`config.mk`:
```
export PLATFORM = sky130hd
export DESIGN_NAME = byte_stuffed_frame_builder_core
export DESIGN_NICKNAME = d
export VERILOG_FILES = /design/src/design/bsfb_pkg.sv /design/src/design/bsfb_front.sv /design/src/design/bsfb_queue.sv /design/src/design/bsfb_back.sv /design/src/design/byte_stuffed_frame_builder_core.sv
export SDC_FILE = /design/constraint.sdc
export NUM_CORES = 1
export LEC_CHECK = 0
export ABC_AREA = 1
export BUFFER_PORTS_ARGS = -buffer_cell sky130_fd_sc_hd__buf_2
export CAP_MARGIN = 20
export CELL_PAD_IN_SITES_DETAIL_PLACEMENT = 1
export CELL_PAD_IN_SITES_GLOBAL_PLACEMENT = 2
export CORE_MARGIN = 4
export CORE_UTILIZATION = 41
export DETAILED_ROUTE_END_ITERATION = 10
export PLACE_DENSITY = 0.9
export SYNTH_ARGS = -nofsm -noshare
export SYNTH_HDL_FRONTEND = slang
export SYNTH_SLANG_ARGS = --single-unit
```
`constraint.sdc`:
```
create_clock -name clk -period 3.2 [get_ports clk]
set_input_delay 0.32 -clock clk [delete_from_list [all_inputs] [get_ports clk]]
set_output_delay 0.32 -clock clk [all_outputs]
set_load 0.1 [all_outputs]
```
`src/design/bsfb_pkg.sv`:
```
// ----------------------------------------------------------------------------
// bsfb_pkg
// Shared types and framing constants for the byte-stuffed frame builder.
// ----------------------------------------------------------------------------
package bsfb_pkg;

  // framing control bytes
  localparam logic [7:0] STX = 8'h02;
  localparam logic [7:0] ETX = 8'h03;
  localparam logic [7:0] DLE = 8'h10;

  // reset value of the length register
  localparam logic [7:0] MAX_LENGTH_RESET = 8'd255;

  // command queue between front and back
  localparam int QUEUE_DEPTH = 4;
  localparam int QPTR_W      = $clog2(QUEUE_DEPTH);
  localparam int QCNT_W      = $clog2(QUEUE_DEPTH + 1);

  // payload item
  typedef struct packed {
    logic [7:0] data_byte;
    logic       end_of_packet;
  } pay_item_t;

  // framed stream item
  typedef struct packed {
    logic [7:0] out_byte;
    logic       last_of_run;
    logic       frame_end;
    logic       aborted;
  } frm_item_t;

  // classified command from the front, one per item that yields output
  typedef struct packed {
    logic [7:0] data;
    logic [7:0] csum;
    logic       stx;
    logic       dle;
    logic       eop;
    logic       abort;
  } cmd_t;

  // queue status seen by the front and back
  typedef struct packed {
    logic full;
    logic empty;
  } q_stat_t;

  // emit sequencer phases
  typedef enum logic [2:0] {
    PH_IDLE,
    PH_STX,
    PH_DLE,
    PH_DATA,
    PH_CSUM,
    PH_ETX,
    PH_ABORT
  } phase_t;

endpackage

```
`src/design/bsfb_front.sv`:
```
// ----------------------------------------------------------------------------
// bsfb_front
// Accepts payload items, tracks packet state and pushes one framing
// command per item that produces output.
// ----------------------------------------------------------------------------
module bsfb_front (
  input  logic                clk,
  input  logic                rst,
  input  logic                pay_valid,
  output logic                pay_stall,
  input  bsfb_pkg::pay_item_t pay_item,
  input  logic [7:0]          limit,
  input  bsfb_pkg::q_stat_t   q_stat,
  output logic                push,
  output bsfb_pkg::cmd_t      cmd
);

  logic       mid_packet;
  logic [7:0] payload_count;
  logic [7:0] running_sum;
  logic       overflowed;

  logic       accept;
  logic       over;
  logic [7:0] sum_new;

  // stall only on a full queue
  assign pay_stall = q_stat.full;
  assign accept    = pay_valid && !pay_stall;

  // classify the item
  assign over    = overflowed || (payload_count >= limit);
  assign sum_new = running_sum + pay_item.data_byte;

  always_comb begin
    cmd.data  = pay_item.data_byte;
    cmd.csum  = ~sum_new;
    cmd.stx   = !mid_packet;
    cmd.dle   = (pay_item.data_byte == bsfb_pkg::DLE) ||
                (pay_item.data_byte == bsfb_pkg::STX) ||
                (pay_item.data_byte == bsfb_pkg::ETX);
    cmd.eop   = pay_item.end_of_packet;
    cmd.abort = over;
  end

  // discarded bytes of an overlong packet push nothing
  assign push = accept && (!over || pay_item.end_of_packet);

  // packet state
  always_ff @(posedge clk) begin
    if (rst) begin
      mid_packet    <= 1'b0;
      payload_count <= 8'd0;
      running_sum   <= 8'd0;
      overflowed    <= 1'b0;
    end else if (accept) begin
      if (pay_item.end_of_packet) begin
        mid_packet    <= 1'b0;
        payload_count <= 8'd0;
        running_sum   <= 8'd0;
        overflowed    <= 1'b0;
      end else if (over) begin
        overflowed <= 1'b1;
      end else begin
        mid_packet    <= 1'b1;
        payload_count <= payload_count + 8'd1;
        running_sum   <= sum_new;
      end
    end
  end

endmodule

```
`src/design/bsfb_queue.sv`:
```
// ----------------------------------------------------------------------------
// bsfb_queue
// Small command queue that decouples the front from the emit sequencer.
// ----------------------------------------------------------------------------
module bsfb_queue (
  input  logic                clk,
  input  logic                rst,
  input  logic                push,
  input  bsfb_pkg::cmd_t      wr_cmd,
  input  logic                pop,
  output bsfb_pkg::cmd_t      rd_cmd,
  output bsfb_pkg::q_stat_t   q_stat
);

  bsfb_pkg::cmd_t                   entries [bsfb_pkg::QUEUE_DEPTH];
  logic [bsfb_pkg::QPTR_W-1:0]      wr_ptr;
  logic [bsfb_pkg::QPTR_W-1:0]      rd_ptr;
  logic [bsfb_pkg::QCNT_W-1:0]      fill;

  assign q_stat.full  = (fill == bsfb_pkg::QCNT_W'(bsfb_pkg::QUEUE_DEPTH));
  assign q_stat.empty = (fill == '0);
  assign rd_cmd       = entries[rd_ptr];

  // entry storage
  always_ff @(posedge clk) begin
    if (push) begin
      entries[wr_ptr] <= wr_cmd;
    end
  end

  // pointers and fill count
  always_ff @(posedge clk) begin
    if (rst) begin
      wr_ptr <= '0;
      rd_ptr <= '0;
      fill   <= '0;
    end else begin
      if (push) begin
        wr_ptr <= wr_ptr + 1'b1;
      end
      if (pop) begin
        rd_ptr <= rd_ptr + 1'b1;
      end
      if (push && !pop) begin
        fill <= fill + 1'b1;
      end else if (pop && !push) begin
        fill <= fill - 1'b1;
      end
    end
  end

endmodule

```
`src/design/bsfb_back.sv`:
```
// ----------------------------------------------------------------------------
// bsfb_back
// Emit sequencer: expands each command into its framed bytes, one per
// cycle while the output is not stalled, into a registered output stage.
// ----------------------------------------------------------------------------
module bsfb_back (
  input  logic                clk,
  input  logic                rst,
  input  bsfb_pkg::cmd_t      head_cmd,
  input  bsfb_pkg::q_stat_t   q_stat,
  output logic                pop,
  output logic                frm_valid,
  input  logic                frm_stall,
  output bsfb_pkg::frm_item_t frm_item
);

  bsfb_pkg::phase_t    phase;
  bsfb_pkg::phase_t    phase_next;
  bsfb_pkg::phase_t    start_phase;
  bsfb_pkg::cmd_t      cur;
  bsfb_pkg::cmd_t      cur_next;
  bsfb_pkg::frm_item_t emit;
  logic                advance;
  logic                step;

  // output stage moves when empty or taken
  assign advance = !frm_valid || !frm_stall;
  assign step    = (phase != bsfb_pkg::PH_IDLE) && advance;

  // first phase of the queue head
  always_comb begin
    if (head_cmd.abort) begin
      start_phase = bsfb_pkg::PH_ABORT;
    end else if (head_cmd.stx) begin
      start_phase = bsfb_pkg::PH_STX;
    end else if (head_cmd.dle) begin
      start_phase = bsfb_pkg::PH_DLE;
    end else begin
      start_phase = bsfb_pkg::PH_DATA;
    end
  end

  // next state
  always_comb begin
    phase_next = phase;
    cur_next   = cur;
    pop        = 1'b0;
    if (phase == bsfb_pkg::PH_IDLE || (step && emit.last_of_run)) begin
      if (!q_stat.empty) begin
        phase_next = start_phase;
        cur_next   = head_cmd;
        pop        = 1'b1;
      end else begin
        phase_next = bsfb_pkg::PH_IDLE;
      end
    end else if (step) begin
      unique case (phase)
        bsfb_pkg::PH_STX:  phase_next = cur.dle ? bsfb_pkg::PH_DLE : bsfb_pkg::PH_DATA;
        bsfb_pkg::PH_DLE:  phase_next = bsfb_pkg::PH_DATA;
        bsfb_pkg::PH_DATA: phase_next = bsfb_pkg::PH_CSUM;
        bsfb_pkg::PH_CSUM: phase_next = bsfb_pkg::PH_ETX;
        default:           phase_next = bsfb_pkg::PH_IDLE;
      endcase
    end
  end

  // byte for the current phase
  always_comb begin
    emit = '0;
    unique case (phase)
      bsfb_pkg::PH_STX: begin
        emit.out_byte = bsfb_pkg::STX;
      end
      bsfb_pkg::PH_DLE: begin
        emit.out_byte = bsfb_pkg::DLE;
      end
      bsfb_pkg::PH_DATA: begin
        emit.out_byte    = cur.data;
        emit.last_of_run = !cur.eop;
      end
      bsfb_pkg::PH_CSUM: begin
        emit.out_byte = cur.csum;
      end
      bsfb_pkg::PH_ETX: begin
        emit.out_byte    = bsfb_pkg::ETX;
        emit.last_of_run = 1'b1;
        emit.frame_end   = 1'b1;
      end
      bsfb_pkg::PH_ABORT: begin
        emit.last_of_run = 1'b1;
        emit.frame_end   = 1'b1;
        emit.aborted     = 1'b1;
      end
      default: begin
        emit = '0;
      end
    endcase
  end

  // sequencer registers
  always_ff @(posedge clk) begin
    if (rst) begin
      phase <= bsfb_pkg::PH_IDLE;
    end else begin
      phase <= phase_next;
    end
  end

  always_ff @(posedge clk) begin
    cur <= cur_next;
  end

  // output register
  always_ff @(posedge clk) begin
    if (rst) begin
      frm_valid <= 1'b0;
    end else if (advance) begin
      frm_valid <= step;
    end
  end

  always_ff @(posedge clk) begin
    if (advance && step) begin
      frm_item <= emit;
    end
  end

endmodule

```
`src/design/byte_stuffed_frame_builder_core.sv`:
```
// ----------------------------------------------------------------------------
// byte_stuffed_frame_builder_core
// STX/ETX/DLE byte-stuffing framer with checksum and length limit.
// ----------------------------------------------------------------------------
// The payload side takes one item per cycle while the command queue
// (QUEUE_DEPTH entries) has room; the framed side emits one byte per cycle
// while the receiver does not stall it. An item gives its byte, with STX
// before it on the first byte, DLE before it on a control byte, and the
// checksum and ETX after it on the last byte; bytes past the limit give none,
// and an overlong packet gives a single abort byte at its end. The emit
// sequencer's one byte per cycle sets the sustained rate. The max_length
// register is written through cfg_valid/cfg_ready; the user must write it only
// while the block is idle, which the block itself does not enforce. The limit
// in force is the smaller of max_length and MAX_PAYLOAD.
module byte_stuffed_frame_builder_core #(
  parameter int unsigned MAX_PAYLOAD = 255
) (
  input  logic                clk,
  input  logic                rst,
  input  logic                pay_valid,
  output logic                pay_stall,
  input  bsfb_pkg::pay_item_t pay_item,
  output logic                frm_valid,
  input  logic                frm_stall,
  output bsfb_pkg::frm_item_t frm_item,
  input  logic                cfg_valid,
  output logic                cfg_ready,
  input  logic [7:0]          cfg_data
);

  localparam int unsigned LIMIT_CAP = (MAX_PAYLOAD > 255) ? 255 : MAX_PAYLOAD;

  logic [7:0]          max_length;
  logic [7:0]          limit;
  logic                push;
  logic                pop;
  bsfb_pkg::cmd_t      wr_cmd;
  bsfb_pkg::cmd_t      head_cmd;
  bsfb_pkg::q_stat_t   q_stat;

  // length register
  assign cfg_ready = 1'b1;

  always_ff @(posedge clk) begin
    if (rst) begin
      max_length <= bsfb_pkg::MAX_LENGTH_RESET;
    end else if (cfg_valid && cfg_ready) begin
      max_length <= cfg_data;
    end
  end

  // limit in force
  assign limit = (max_length > 8'(LIMIT_CAP)) ? 8'(LIMIT_CAP) : max_length;

  bsfb_front u_front (
    .clk       (clk),
    .rst       (rst),
    .pay_valid (pay_valid),
    .pay_stall (pay_stall),
    .pay_item  (pay_item),
    .limit     (limit),
    .q_stat    (q_stat),
    .push      (push),
    .cmd       (wr_cmd)
  );

  bsfb_queue u_queue (
    .clk    (clk),
    .rst    (rst),
    .push   (push),
    .wr_cmd (wr_cmd),
    .pop    (pop),
    .rd_cmd (head_cmd),
    .q_stat (q_stat)
  );

  bsfb_back u_back (
    .clk       (clk),
    .rst       (rst),
    .head_cmd  (head_cmd),
    .q_stat    (q_stat),
    .pop       (pop),
    .frm_valid (frm_valid),
    .frm_stall (frm_stall),
    .frm_item  (frm_item)
  );

  // an abort item closes the frame alone with a zero byte
  a_abort_shape: assert property (@(posedge clk) disable iff (rst)
    frm_valid && frm_item.aborted |->
      frm_item.frame_end && frm_item.last_of_run && (frm_item.out_byte == 8'd0))
    else $error("abort item malformed");

  // frame end is always the last byte of its item
  a_end_is_last: assert property (@(posedge clk) disable iff (rst)
    frm_valid && frm_item.frame_end |-> frm_item.last_of_run)
    else $error("frame end not last of run");

  // the queue is never pushed while full nor popped while empty
  a_queue_safe: assert property (@(posedge clk) disable iff (rst)
    !(push && q_stat.full) && !(pop && q_stat.empty))
    else $error("command queue overrun or underrun");

endmodule

```
==> impl_metrics.py, run 1 <==
metrics = {
    "power_and_ir_drop": {
        "leakage_nw": 2.90,
        "vdd_ir_drop_max_mv": 0.406,
        "ratio_of_total_power_to_cell_area_mw_per_mm2": 964,
    },
    "job": {
        "drv.max_cap_violation_count": 0,
    },
    "hold_path": {
        "hold_path_cells": 3,
        "worst_hold_path_type": "primary input to flip-flop",
    },
    "yosys": {
        "postSynthNetCount": 610,
        "synth-simple-area-share": 0.133,
        "synth_top_cell_area_share": 0.523,
        "netlist_top_cells_area": "edfxtp_1 (52%), dfxtp_1 (12%), o21ai_0 (4.5%)",
        "post_synth_instance_area_sq_mm": 0.00626,
        "seq_total_area_yosys": 0.648,
        "ys_warns": 0,
        "yosysUniqueCellTypes": 39,
        "synthXorXnorAreaFrac": 0.0168,
        "syn_inst": 565,
        "syn_avg_cell_area_sq_um": 11.1,
        "synth_top_family_by_area": "simple AND/OR/NAND/NOR gates",
        "compound_gate_portion_of_the_synthesized_area": 0.103,
        "synth-seq-cells": 148,
        "synth.mux.area_fraction": 0,
        "synth_area_leader_cell": "edfxtp_1",
        "synth-adder-area-share": 0.0484,
    },
    "setup_path": {
        "worstPathMaxFanout": 5,
        "rr_startpoint": "u_front.payload_count[0]",
        "worst_setup_path_start": "u_front.payload_count[0]",
        "cp-end-kind": "flip-flop",
        "cp_data_required_time_ns": 3.50,
        "regToRegEndpoint": "u_queue.fill[2]",
        "ff2ff_path_depth": 20,
        "worstSetupPathType": "flip-flop to flip-flop",
        "worstSetupEndpoint": "u_queue.fill[2]",
        "data_arrival_time_of_the_critical_path_ns": 3.02,
        "worstSetupStartpointType": "flip-flop",
        "worst-r2r-setup-slack_ns": 0.48,
    },
    "detailed_routing": {
        "detail_route.vias_per_cell": 5.32,
        "route.detailed.wl_per_inst_um": 17.4,
        "drt_iter0_drc": 236,
        "drcViolationCount": 0,
        "dr.pass1.iters": 4,
        "antenna_violating_nets_post_route": 0,
        "vias": 4272,
        "finalWirelength_um": 14000,
    },
    "die": {
        "die_width_um": 132,
        "vertical_die_dimension_um": 132,
        "design.die.area_sq_mm": 0.0173,
        "floorplan.io_pins": 36,
        "start_util": 0.424,
        "core_area_sq_mm": 0.0148,
        "fp-row-count": 44,
    },
    "grt": {
        "grt-ovfl-total": 0,
        "first_global_vias": 4582,
        "grt.total_usage": 0.170,
        "wire_length_of_the_first_global_routing_pass_um": 23300,
        "maximum_number_of_pins_on_one_net_before_global_route_repair": 41,
        "antenna_found_initial": 0,
    },
    "timing": {
        "fin_crit_ns": 2.72,
        "fmax_mhz": 368,
        "fin_setup_tns_ns": 0,
        "max_slew_violations": 0,
        "finalSetupViolCount": 0,
        "portion_of_the_clock_cycle_consumed_by_the_worst_path_in_the_final_layout": 0.850,
        "unrepaired_setup_endpoints_after_global_routing": "false",
        "worst_clock_skew_on_the_final_layout_ns": 0.00630,
        "worst_slew_margin_rel": 0.427,
        "worst_slew_pin_slew_ns": 0.856,
        "timing_hold_violations_final": 0,
    },
    "clock_network": {
        "cts_tree": "done",
        "tritoncts.num_buffers": 17,
        "clk_latency_ns": 0.42,
        "ctsHtreeMaxLevel": 4,
        "path_clk_slew_ns": 0.06,
        "holdBufCountCts": 0,
        "max_clock_buf_depth": 2,
        "cts.repair.resized": 0,
        "tritoncts_num_sinks": 148,
        "clock-root-buffer": "clkbuf_16",
        "post_cts_buffers": 0,
    },
    "final_layout": {
        "nFillCells": 1620,
        "fin_util": 0.489,
        "syn_to_final_growth_pct": 15.4,
        "antennaDiodeCount": 0,
        "num-nets-final": 651,
        "layout_common_cells": "edfxtp_1 (109), nand2_1 (68), nor2_1 (68), o21ai_0 (56), inv_1 (53)",
        "commonest_non_fill_non_tap_cell_in_the_layout": "edfxtp_1",
        "post_route_cells_drive_above_1_share": 0.141,
    },
    "place": {
        "quantity_of_i_o_buffers_inserted_on_ports": 34,
        "detailedPlacementHpwl_um": 9460,
        "final_estimated_routing_congestion_in_global_placement": 0.775,
    },
    "outcome": {
        "status": "completed",
    },
}
cells by family (layout without fill, tap and decap cells):
group / count (synthesis) / in the layout
xor gates and xnor gates: 12 / 12
DFF: 148 / 148
buffers and inverters: 77 / 131
other: 1 / 1
adders and majority gates: 23 / 23
AOI/OAI and AO/OA: 116 / 116
and+or+nand+nor: 188 / 188
where the power goes:
group          internal, mW  total [mW]  switching [mW]
registers              2.62        2.78           0.157
clock network          1.22        1.98           0.758
logic                 0.481        2.20            1.72
total                  4.32        6.96            2.64
worst max-delay path, cell delays in order, from the launching register on:
cell and delay [ns]:
dfxtp_1 0.35, inv_1 0.08, ha_1 0.27, inv_1 0.05, nand2_1 0.04, nand2_1 0.05
nand2_1 0.05, nand2_1 0.06, nand2_1 0.06, nand2_1 0.09, nand2_1 0.12, nand2_1 0.11
nand2_2 0.06, inv_1 0.10, ha_1 0.15, inv_1 0.07, fa_1 0.38, a21oi_1 0.14
o21ai_0 0.11, o21ai_0 0.19, a21oi_1 0.06
cells in the mapped netlist:
cell,instances
ha_1,21
o21bai_1,1
a221o_2,1
clkinv_4,1
o22ai_1,17
nor2_1,68
or2_1,1
nand3_2,1
a21o_1,1
o21ai_2,1
nand3b_1,1
o21ai_1,9
nand4_1,5
clkinv_1,1
nand2_2,5
nor3_1,1
buf_2,3
clkbuf_1,14
conb_1,1
nand2_4,2
fa_1,2
o21ai_0,56
a22o_1,5
nor2_8,1
dfxtp_1,39
nor2_4,2
o2111a_1,1
xnor2_1,5
inv_2,1
edfxtp_1,109
a31oi_1,1
nand3_1,32
inv_1,53
o211ai_1,1
xor2_1,7
buf_4,4
a21oi_1,22
nand2_1,68
or2_2,1
flip-flops by register name, summed over array words and instances, names as in the netlist, named ones only:
| name | flops |
|---|---|
| u_queue.entries | 80 |
| u_back.cur | 18 |
| u_back.frm_item | 11 |
| max_length | 8 |
| u_front.payload_count | 8 |
| u_front.running_sum | 8 |
| u_back.phase | 3 |
| u_queue.fill | 3 |
| u_queue.rd_ptr | 2 |
| u_queue.wr_ptr | 2 |
| u_back.frm_valid | 1 |
| u_front.mid_packet | 1 |
| u_front.overflowed | 1 |
layout make-up:
type / count / area [sq um] / share of cell area
clock inverters: 14 / 163 / 0.0225
well taps: 184 / 230 / 0.0319
flip-flops and latches: 148 / 4050 / 0.562
multi-input cells: 340 / 1890 / 0.262
clock buffers: 18 / 429 / 0.0594
inverters: 56 / 215 / 0.0298
repair buffers: 43 / 238 / 0.0329
routing by layer:
metal | share of wire | global-route usage | vias to the layer above
met5 | 0 | 0 | -
li1 | - | - | 2038
met2 | 0.52 | 0.300 | 78
met4 | 0.020 | 0.0618 | 0
met3 | 0.041 | 0.0420 | 25
met1 | 0.42 | 0.202 | 2131
stage by stage:
| step | hold WS (ns) | power, mW | std cells | instance area, sq um | setup slack [ns] |
|---|---|---|---|---|---|
| floorplan | 0.419 | 4.48 | 565 | 6260 | 0.553 |
| global placement | 0.465 | 4.90 | 771 | 6630 | 0.664 |
| detailed placement | 0.465 | 5.03 | 771 | 6630 | 0.483 |
| CTS | 0.103 | 7.03 | 803 | 7220 | 0.445 |
| global route | 0.111 | 7.37 | 803 | 7220 | 0.217 |
| finish | 0.116 | 6.96 | 803 | 7220 | 0.480 |
worst min path at each step:
stage	startpoint	end	slack (ns)
detailed placement	max_length[5]	max_length[5]	0.46
global placement	max_length[1]	max_length[1]	0.47
floorplan	pay_item[1]	u_queue.entries[0][12]	0.42
CTS	cfg_data[5]	max_length[5]	0.10
global route	cfg_data[3]	max_length[3]	0.11
finish	cfg_data[5]	max_length[5]	0.12
(Power assumes the default switching activity.)
==> inputs of run 2 (changes only) <==
- CORE_UTILIZATION: 41 -> 37
- PLACE_DENSITY: 0.9 -> 0.87
- clock period: 3.2 -> 2.3 ns (I/O delays scaled with it)
==> impl_metrics.py, run 2 (same netlist as run 1, synthesis figures left out) <==
metrics = {
    "setup_path": {
        "cp-end-kind": "flip-flop",
        "regToRegEndpoint": "u_queue.fill[2]",
        "rr_startpoint": "u_front.payload_count[0]",
        "cp_data_required_time_ns": 2.60,
        "ff2ff_path_depth": 20,
        "worstPathMaxFanout": 2,
        "data_arrival_time_of_the_critical_path_ns": 2.59,
        "worstSetupStartpointType": "flip-flop",
        "worstSetupPathType": "flip-flop to flip-flop",
        "worst-r2r-setup-slack_ns": 0.01,
    },
    "outcome": {
        "status": "completed",
    },
    "final_layout": {
        "registers_with_the_highest_flip_flop_counts": "u_queue.entries (80), u_back.cur (18), u_back.frm_item (11)",
        "syn_to_final_growth_pct": 20.3,
        "fin_util": 0.454,
        "commonest_non_fill_non_tap_cell_in_the_layout": "edfxtp_1",
        "layout_common_cells": "edfxtp_1 (109), nor2_1 (63), nand2_1 (62), o21ai_0 (53), inv_1 (49)",
        "largest_register_ff_count": 80,
        "antennaDiodeCount": 0,
        "num-nets-final": 671,
        "max_flop_register": "u_queue.entries",
        "post_route_cells_drive_above_1_share": 0.212,
    },
    "power_and_ir_drop": {
        "internal-power_mw": 5.96,
        "leakage_nw": 3.00,
        "ratio_of_total_power_to_cell_area_mw_per_mm2": 1290,
        "combPwrFrac": 0.336,
        "sequentialPowerShare": 0.401,
        "power_mw": 9.70,
        "vdd_ir_drop_max_mv": 0.668,
        "power.share.switching": 0.386,
        "power.share.clock": 0.263,
        "power.net_switching_mw": 3.74,
    },
    "grt": {
        "antenna_found_initial": 1,
        "wire_length_of_the_first_global_routing_pass_um": 23700,
        "first_global_vias": 4668,
        "grt.total_usage": 0.156,
        "maximum_number_of_pins_on_one_net_before_global_route_repair": 35,
        "grt-ovfl-total": 0,
    },
    "clock_network": {
        "tritoncts.num_buffers": 17,
        "ctsHtreeMaxLevel": 4,
        "path_clk_slew_ns": 0.06,
        "tritoncts_num_sinks": 148,
        "cts_tree": "done",
        "clock-root-buffer": "clkbuf_16",
        "max_clock_buf_depth": 2,
        "clk_latency_ns": 0.42,
    },
    "timing": {
        "timing.final.ws_setup_ns": 0.0148,
        "hold-worst-slack_ns": 0.0220,
        "portion_of_the_clock_cycle_consumed_by_the_worst_path_in_the_final_layout": 0.994,
        "finalSetupViolCount": 0,
        "max_slew_violations": 0,
        "timing_hold_violations_final": 0,
        "worst_slew_margin_rel": 0.646,
        "worst_slew_pin_slew_ns": 0.527,
        "fmax_mhz": 438,
        "fin_crit_ns": 2.29,
        "fin_setup_tns_ns": 0,
        "unrepaired_setup_endpoints_after_global_routing": "true",
        "worst_clock_skew_on_the_final_layout_ns": 0.00608,
    },
    "die": {
        "fp-row-count": 47,
        "core_area_sq_mm": 0.0166,
        "start_util": 0.377,
        "die_width_um": 138,
        "design.die.area_sq_mm": 0.0191,
        "floorplan.io_pins": 36,
        "vertical_die_dimension_um": 138,
    },
    "hold_path": {
        "whs_endpoint": "max_length[3]",
        "worst_hold_path_type": "primary input to flip-flop",
        "hold_path_cells": 3,
        "min-delay-start": "cfg_data[3]",
    },
    "place": {
        "detailedPlacementHpwl_um": 9490,
        "quantity_of_i_o_buffers_inserted_on_ports": 34,
        "final_estimated_routing_congestion_in_global_placement": 0.732,
        "dpl_worst_slack_ns": -0.159,
    },
    "detailed_routing": {
        "dr.pass1.iters": 4,
        "finalWirelength_um": 14200,
        "vias": 4274,
        "antenna_violating_nets_post_route": 0,
        "drcViolationCount": 0,
        "detail_route.vias_per_cell": 4.98,
        "drt_iter0_drc": 274,
        "route.detailed.wl_per_inst_um": 16.5,
    },
    "job": {
        "drv.max_cap_violation_count": 0,
    },
}
## run 2: cell types whose count changed in the layout (fill, tap and decap cells not counted), moves of 4 or more
cell and delta:
ha_1 -5, nor2_1 -5, buf_4 +16, nand2_1 -6, inv_1 -4, buf_12 +4
nand2_2 +6, nor2_2 +5, inv_2 +4, ha_4 +5
## run 2: how the worst max path moves through the flow
stage	from	end	slack, ns	depth (start not counted)
4_1_cts	u_front.payload_count[0]	u_queue.fill[2]	-0.01	20
2_1_floorplan	u_front.payload_count[0]	u_queue.entries[0][0]	-0.02	14
3_3_place_gp	u_front.payload_count[0]	u_queue.fill[2]	-0.05	20
5_1_grt	u_front.payload_count[0]	u_queue.fill[2]	-0.15	20
6_report	u_front.payload_count[0]	u_queue.fill[2]	0.01	20
3_5_place_dp	u_front.payload_count[0]	u_queue.fill[2]	-0.16	20
## run 2: area by class of cell
class | instances | area [sq um]
multi-input combinational | 340 | 2000
fill | 1812 | 9060
inverter | 56 | 215
clock inverter | 12 | 109
tap | 220 | 275
timing repair buffer | 63 | 438
clock buffer | 19 | 433
sequential | 148 | 4060
## run 2: per-layer routing
metal	vias up	global-route usage	wire, um
met5	-	0	13
met4	2	0.0712	259
met3	22	0.0300	660
met2	81	0.273	7410
met1	2084	0.186	5850
li1	2085	-	-
## run 2: what timing repair did
item                                    CTS  global route
pin swaps                                12            14
resized for setup                        12            10
setup buffers                             4             3
endpoints found under the setup margin    2            84
hold buffers                              0             0
## run 2: critical path, cell delays in order, from the launching register on
cell and delay (ns):
dfxtp_2 0.34, inv_2 0.05, ha_4 0.20, inv_2 0.05, nand2_2 0.03, nand2_1 0.05, nand2_1 0.05, nand2_1 0.05
nand2_1 0.06, nand2_2 0.08, nand2_2 0.06, nand2_2 0.08, nand2_2 0.06, inv_2 0.08, ha_4 0.13, inv_2 0.03
fa_2 0.35, a21oi_2 0.16, o21ai_2 0.07, o21ai_1 0.14, a21oi_1 0.05
## run 2: power groups by stage
stage	sequential, mW	clock (mW)	combinational [mW]
2_1_floorplan	4.64	0	1.60
3_3_place_gp	3.91	0	3.02
3_5_place_dp	3.95	0	3.15
4_1_cts	3.90	2.60	3.26
5_1_grt	3.95	2.72	3.60
6_report	3.89	2.55	3.26
## run 2: stage by stage
step	cells	cell area, sq um
after CTS	855	7460
after detailed placement	820	6840
after global placement	820	6840
final	858	7530
after floorplan	565	6270
after global routing	858	7530
